<file path="config.mk">
export PLATFORM = sky130hd
export DESIGN_NAME = append_only_key_value_table_core
export DESIGN_NICKNAME = d
export VERILOG_FILES = /design/src/rtl/core/akv_pkg.sv /design/src/rtl/core/akv_cell.sv /design/src/rtl/core/append_only_key_value_table_core.sv
export SDC_FILE = /design/constraint.sdc
export NUM_CORES = 2
export LEC_CHECK = 0
export BUFFER_PORTS_ARGS = -buffer_cell sky130_fd_sc_hd__buf_2
export CAP_MARGIN = 20
export CORE_ASPECT_RATIO = 1.75
export CORE_MARGIN = 10
export CORE_UTILIZATION = 35
export DETAILED_ROUTE_END_ITERATION = 10
export HOLD_SLACK_MARGIN = 0.12
export PLACE_DENSITY = 0.46
export RECOVER_POWER = 25
export SYNTH_ARGS = -nofsm -noshare
export SYNTH_HDL_FRONTEND = slang
export SYNTH_HIERARCHICAL = 1
export SYNTH_SLANG_ARGS = --single-unit
</file>
<file path="constraint.sdc">
create_clock -name aclk -period 9.87 [get_ports aclk]
set_input_delay 0.4935 -clock aclk [delete_from_list [all_inputs] [get_ports aclk]]
set_output_delay 0.4935 -clock aclk [all_outputs]
set_load 0.05 [all_outputs]
</file>
<file path="src/rtl/core/akv_pkg.sv">
// Shared types and constants for the append-only key/value table core.
// No dependencies; imported by akv_cell and append_only_key_value_table_core.
package akv_pkg;

    localparam int DEPTH      = 16;
    localparam int DATA_W     = 32;
    localparam int IDX_W      = (DEPTH > 1) ? $clog2(DEPTH) : 1;
    localparam int LVL_W      = $clog2(DEPTH + 1);
    localparam int CAP_W      = 5;
    localparam int FILL_OUT_W = 5;
    localparam int OP_W       = 2;
    localparam int CMP_W      = (LVL_W > CAP_W) ? LVL_W : CAP_W;

    localparam logic [CAP_W-1:0] CAP_RESET = CAP_W'(16);

    localparam logic [OP_W-1:0] OP_PUT = 2'd0;
    localparam logic [OP_W-1:0] OP_GET = 2'd1;
    localparam logic [OP_W-1:0] OP_CLR = 2'd2;

    // One operation travelling down the cell chain.
    typedef struct packed {
        logic              vld;
        logic              wr;      // put that was granted a slot
        logic              is_get;
        logic              ok;      // status decided at the head (put, clear)
        logic [IDX_W-1:0]  idx;     // target slot of a granted put
        logic [LVL_W-1:0]  level;   // fill count after the operation
        logic [DATA_W-1:0] key;
        logic [DATA_W-1:0] value;
        logic              hit;
        logic [DATA_W-1:0] result;
    } token_t;

endpackage

</file>
<file path="src/rtl/core/akv_cell.sv">
// One table slot plus one stage of the operation pipeline.
// Depends on akv_pkg for the token type and widths.
module akv_cell (
    input  logic                  aclk,
    input  logic                  aresetn,
    input  logic                  adv,
    input  logic [akv_pkg::IDX_W-1:0] idx,
    input  akv_pkg::token_t       tok_i,
    output akv_pkg::token_t       tok_o
);
    import akv_pkg::*;

    logic [DATA_W-1:0] key_reg;
    logic [DATA_W-1:0] value_reg;
    token_t            tok_reg;
    token_t            tok_next;
    logic              match;

    // Compare only slots below the fill level the get saw; oldest match wins.
    assign match = tok_i.vld && tok_i.is_get && !tok_i.hit
                   && (LVL_W'(idx) < tok_i.level) && (key_reg == tok_i.key);

    always_comb begin
        tok_next = tok_i;
        if (match) begin
            tok_next.hit    = 1'b1;
            tok_next.result = value_reg;
        end
    end

    always_ff @(posedge aclk) begin
        if (adv && tok_i.vld && tok_i.wr && (tok_i.idx == idx)) begin
            key_reg   <= tok_i.key;
            value_reg <= tok_i.value;
        end
    end

    always_ff @(posedge aclk) begin
        if (!aresetn) begin
            tok_reg.vld <= 1'b0;
        end else if (adv) begin
            tok_reg <= tok_next;
        end
    end

    assign tok_o = tok_reg;

endmodule

</file>
<file path="src/rtl/core/append_only_key_value_table_core.sv">
// Append-only key/value table: put, get (oldest match) and clear over a chain of cells.
// Depends on akv_pkg and akv_cell. An accepted operation passes through each cell's stage register to the result.
// Throughput: one transaction per cycle; the whole chain holds while the result stalls.
// Each cell owns one slot and compares it as the operation passes through its stage.
// Reset (aresetn low, synchronous): empties the table, capacity_limit returns to 16,
// and drops every operation in flight; slot contents stay undefined until written.
module append_only_key_value_table_core (
    input  logic        aclk,
    input  logic        aresetn,
    // input transaction
    input  logic        s_tvalid,
    output logic        s_tready,
    input  logic [63:0] s_tdata,   // [31:0] key, [63:32] value_in
    input  logic [1:0]  s_tuser,   // [1:0] op
    // result transaction
    output logic        m_tvalid,
    input  logic        m_tready,
    output logic [39:0] m_tdata,   // [31:0] value_out, [36:32] fill_level, [39:37] zero
    output logic [0:0]  m_tuser,   // [0] ok
    // capacity_limit register write
    input  logic        cfg_valid,
    output logic        cfg_ready,
    input  logic [4:0]  cfg_data
);
    import akv_pkg::*;

    logic [LVL_W-1:0] fill_reg;
    logic [LVL_W-1:0] fill_next;
    logic [CAP_W-1:0] cap_reg;
    logic             adv;
    logic             s_acc;
    logic             put_ok;
    logic [OP_W-1:0]  op;
    token_t           head_tok;
    token_t           chain [DEPTH+1];
    token_t           out_tok;

    assign op = s_tuser;

    // Advance the whole chain unless the result register is held.
    assign adv       = !out_tok.vld || m_tready;
    assign s_tready  = adv;
    assign s_acc     = s_tvalid && s_tready;
    assign cfg_ready = 1'b1;

    // A put needs room under both the built depth and the programmed capacity.
    assign put_ok = (fill_reg < LVL_W'(DEPTH)) && (CMP_W'(fill_reg) < CMP_W'(cap_reg));

    // Decode the operation at the head; fill count is known only here.
    always_comb begin
        fill_next       = fill_reg;
        head_tok.vld    = s_tvalid;
        head_tok.wr     = 1'b0;
        head_tok.is_get = 1'b0;
        head_tok.ok     = 1'b0;
        head_tok.idx    = fill_reg[IDX_W-1:0];
        head_tok.key    = s_tdata[DATA_W-1:0];
        head_tok.value  = s_tdata[2*DATA_W-1:DATA_W];
        head_tok.hit    = 1'b0;
        head_tok.result = '0;
        unique case (op)
            OP_PUT: begin
                if (put_ok) begin
                    head_tok.wr = 1'b1;
                    head_tok.ok = 1'b1;
                    fill_next   = fill_reg + LVL_W'(1);
                end
            end
            OP_GET: begin
                head_tok.is_get = 1'b1;
            end
            OP_CLR: begin
                head_tok.ok = 1'b1;
                fill_next   = '0;
            end
            default: begin
                // unused code: no operation
            end
        endcase
        head_tok.level = fill_next;
    end

    always_ff @(posedge aclk) begin
        if (!aresetn) begin
            fill_reg <= '0;
        end else if (s_acc) begin
            fill_reg <= fill_next;
        end
    end

    always_ff @(posedge aclk) begin
        if (!aresetn) begin
            cap_reg <= CAP_RESET;
        end else if (cfg_valid && cfg_ready) begin
            cap_reg <= cfg_data;
        end
    end

    // Cell chain: operations move one slot per cycle while the chain advances, in arrival order, so a put
    // always reaches its slot before any later get does.
    assign chain[0] = head_tok;

    for (genvar i = 0; i < DEPTH; i++) begin : g_cell
        akv_cell u_cell (
            .aclk    (aclk),
            .aresetn (aresetn),
            .adv     (adv),
            .idx     (IDX_W'(i)),
            .tok_i   (chain[i]),
            .tok_o   (chain[i+1])
        );
    end

    // The last cell's stage register is the result register.
    assign out_tok  = chain[DEPTH];
    assign m_tvalid = out_tok.vld;
    assign m_tuser  = out_tok.ok | out_tok.hit;
    assign m_tdata  = {3'b000, FILL_OUT_W'(out_tok.level), out_tok.result};

`ifndef NO_ASSERTIONS
    a_fill_bound: assert property (@(posedge aclk) disable iff (!aresetn)
        fill_reg <= LVL_W'(DEPTH))
        else $error("fill count beyond table depth");

    a_clear_empties: assert property (@(posedge aclk) disable iff (!aresetn)
        s_acc && (op == OP_CLR) |=> fill_reg == '0)
        else $error("clear did not empty the table");

    a_put_grows: assert property (@(posedge aclk) disable iff (!aresetn)
        s_acc && (op == OP_PUT) && put_ok |=> fill_reg == $past(fill_reg) + LVL_W'(1))
        else $error("granted put did not advance fill count");

    a_hold_on_stall: assert property (@(posedge aclk) disable iff (!aresetn)
        !adv |=> $stable(fill_reg))
        else $error("fill count moved while chain held");
`endif

endmodule
</file>
==> impl_metrics.csv <==
group,metric,value,unit
critical_path,rrSetupSlack,6.26,ns
critical_path,worst_setup_path_start_kind,"register",
die,fp-row-count,255,
synth,syn_area,0.0969,sq mm
placed_design,io_buffer_count,115,
pwr,netSwitchingPower,4.60,mW
critical_path,cp_slowest_cell,"dfxtp_1",
critical_path,cpMostUsedCell,"ha_1",
final_layout,largest_register_ffs,1690,
clock_tree,cts.sinks,2724,
sta,setup_tns,0,ns
pwr,p_int,19.0,mW
global_route,grt_max_degree,73,
hold_path,worstHoldPathCells,3,
global_route,grt_pass1_vias,41474,
critical_path,cp.required,10.52,ns
placed_design,finalWeightedCongestion,0.757,
critical_path,cp-end-kind,"register",
sta,hold_ws,0.330,ns
critical_path,cp.depth,12,
die,die_height,716,um
pwr,power_leakage,37.0,nW
final_layout,fillCellCount,24519,
sta,tightest_slew,0.969,ns
sta,timing.final.crit_share,36.6,%
pwr,p_seq_share,57.0,%
drt,wirelength,141,mm
drt,ant_nets,0,
critical_path,cp_max_fo,33,
die,initial_core_util,35.1,%
final_layout,design_area,0.112,sq mm
drt,vias,37125,
critical_path,endpoint,"g_cell[0].u_cell/tok_o[17]$_DFFE_PP_",
final_layout,drive_gt1_share,19.2,%
clock_tree,clk_latency,0.79,ns
pwr,pwr-share-comb,2.3,%
critical_path,reg2reg_depth,12,
critical_path,rr_endpoint,"g_cell[0].u_cell/tok_o[17]$_DFFE_PP_",
placed_design,pre_cts_ws,6.20,ns
pwr,irDropWorstVdd,153,uV
drt,firstDrtPassIters,4,
outcome,status,"finished clean",
die,die_w,418,um
pwr,power.density,211,mW/mm^2
clock_tree,cts_setup_buffers,0,
drt,drtIter0Drc,1752,
critical_path,startpoint,"fill_reg[2]$_SDFFE_PN0P_",
pwr,switching_share,19.5,%
sta,setup_slack,6.26,ns
die,pin_count,120,
sta,setup_violations,0,
global_route,antenna_found_initial,1,
critical_path,critical_path.max_stage_delay,0.50,ns
drt,vias_per_cell,4.20,
clock_tree,cts_buffers,267,
sta,relSlewSlack,35.4,%
clock_tree,clockRootBuffer,"clkbuf_16",
final_layout,area_growth_syn_to_layout,15.2,%
clock_tree,cts_buffer_depth,4,
synth,avgSynthCellArea,21.9,sq um
critical_path,cpLargestDelayFamily,"compound AO/OA/AOI/OAI gates",
sta,grt_setup_unrepaired,"no",
global_route,grt-ovfl-total,0,
sta,max_freq,277,MHz
sta,final_max_slew_viol_count,0,
die,core_area,0.276,sq mm
drt,routedWlPerCell,15.9,um
clock_tree,htreeDepth,5,
hold_path,min_path_type,"primary input to register",
global_route,grt_util_all_layers,9.41,%
synth,netlist_instances,4418,
sta,min_period,3.61,ns
clock_tree,clk_pin_slew,0.06,ns
critical_path,critical_path_arrival,4.26,ns
final_layout,utilization,40.5,%
critical_path,crit_buf_inv,2,
synth,ys_warn_count,6,
sta,fin_skew,0.0364,ns
critical_path,critical_path_class,"register to register",
clock_tree,tritoncts,"done",
sta,finalHoldViolCount,0,
critical_path,cp_cell_sequence,"ha_1, a21oi_1, o21a_4, o2111ai_2, or4_1, o21ai_1, inv_1, ha_1, a21o_1, a2111oi_4, buf_4, mux2_2",
pwr,clockPowerShare,40.7,%
global_route,grt_pass1_wl,231,mm
drt,drc,0,
critical_path,worstReg2RegStart,"fill_reg[2]$_SDFFE_PN0P_",
placed_design,hpwl,96.6,mm
placed_design,placed_area,0.103,sq mm
die,die_area,0.299,sq mm
job,max_cap_violations,0,
final_layout,final_nets,5175,
==> worst min-delay path: cells and delay by family <==
kind / cells / cell delay (ns)
AO/OA/AOI/OAI: 1 / 0.20
buffers and inverters: 2 / 0.36
==> worst min path at each step <==
stage | from | end
after floorplan | g_cell[9].u_cell/tok_o[106]$_DFFE_PP_ | g_cell[10].u_cell/tok_o[106]$_DFFE_PP_
after global placement | g_cell[14].u_cell/tok_o[37]$_DFFE_PP_ | g_cell[15].u_cell/value_reg[4]$_DFFE_PP_
after detailed placement | g_cell[14].u_cell/tok_o[43]$_DFFE_PP_ | g_cell[15].u_cell/value_reg[10]$_DFFE_PP_
after CTS | aresetn | fill_reg[0]$_SDFFE_PN0P_
after global routing | aresetn | fill_reg[0]$_SDFFE_PN0P_
final | aresetn | fill_reg[0]$_SDFFE_PN0P_
==> power by group through the flow <==
stage / sequential (mW) / combinational (mW) / clock [mW]
after global placement: 13.7 / 0.512 / 0
final: 13.4 / 0.533 / 9.59
after floorplan: 13.6 / 0.355 / 0
after detailed placement: 13.7 / 0.519 / 0
after global routing: 13.5 / 0.604 / 10.4
after CTS: 13.5 / 0.550 / 9.99
==> stage by stage <==
stage | instances | power, mW
floorplan | 4582 | 14.0
global placement | 8296 | 14.2
detailed placement | 8296 | 14.2
CTS | 8839 | 24.0
global route | 8840 | 24.5
finish | 8840 | 23.6
==> layer usage <==
metal | global-route usage [%] | vias to the layer above | share of wire [%]
li1 | - | 18401 | -
met1 | 10.2 | 17898 | 38
met2 | 17.7 | 510 | 55
met3 | 1.90 | 316 | 3.7
met4 | 3.72 | 0 | 3.6
met5 | 0 | - | 0
==> area by class of cell <==
| class | count | area, sq um | area share [%] |
|---|---|---|---|
| Timing Repair Buffer | 249 | 1700 | 1.53 |
| Multi-Input combinational cell | 1735 | 15400 | 13.8 |
| Clock buffer | 334 | 7170 | 6.43 |
| Sequential cell | 2724 | 81500 | 73.1 |
| Tap cell | 3598 | 4500 | 4.04 |
| Antenna cell | 1 | 2.50 | 0.00224 |
| Inverter | 69 | 259 | 0.232 |
| Clock inverter | 130 | 998 | 0.895 |
==> what timing repair did <==
item	4_1_cts	5_1_grt
hold buffers	79	0
endpoints found under the hold margin	138	0
resized for setup	0	0
==> cells in the final DEF (no fill, tap or decap), types with 5 or more instances in the layout <==
master,count
a2111o_1,12
a21o_1,8
a21oi_1,16
a311oi_1,12
and2_4,15
buf_2,54
buf_4,55
bufinv_16,15
clkbuf_1,116
clkbuf_16,278
clkinv_1,59
clkinv_2,44
clkinvlp_4,5
conb_1,166
dfxtp_1,26
dlygate4sd3_1,79
edfxtp_1,2698
ha_1,53
inv_1,69
inv_6,5
mux2_1,40
mux2_2,472
mux2i_1,20
nand2_1,16
nand2b_1,16
nand3_1,17
nand3b_1,12
nand4_1,44
nor2_1,12
nor2b_1,25
nor3_1,8
nor4_1,104
nor4_2,16
nor4_4,12
o2111ai_1,13
or2_2,17
xnor2_1,65
xor2_1,513
No activity file was read; power rests on OpenSTA's default activity.
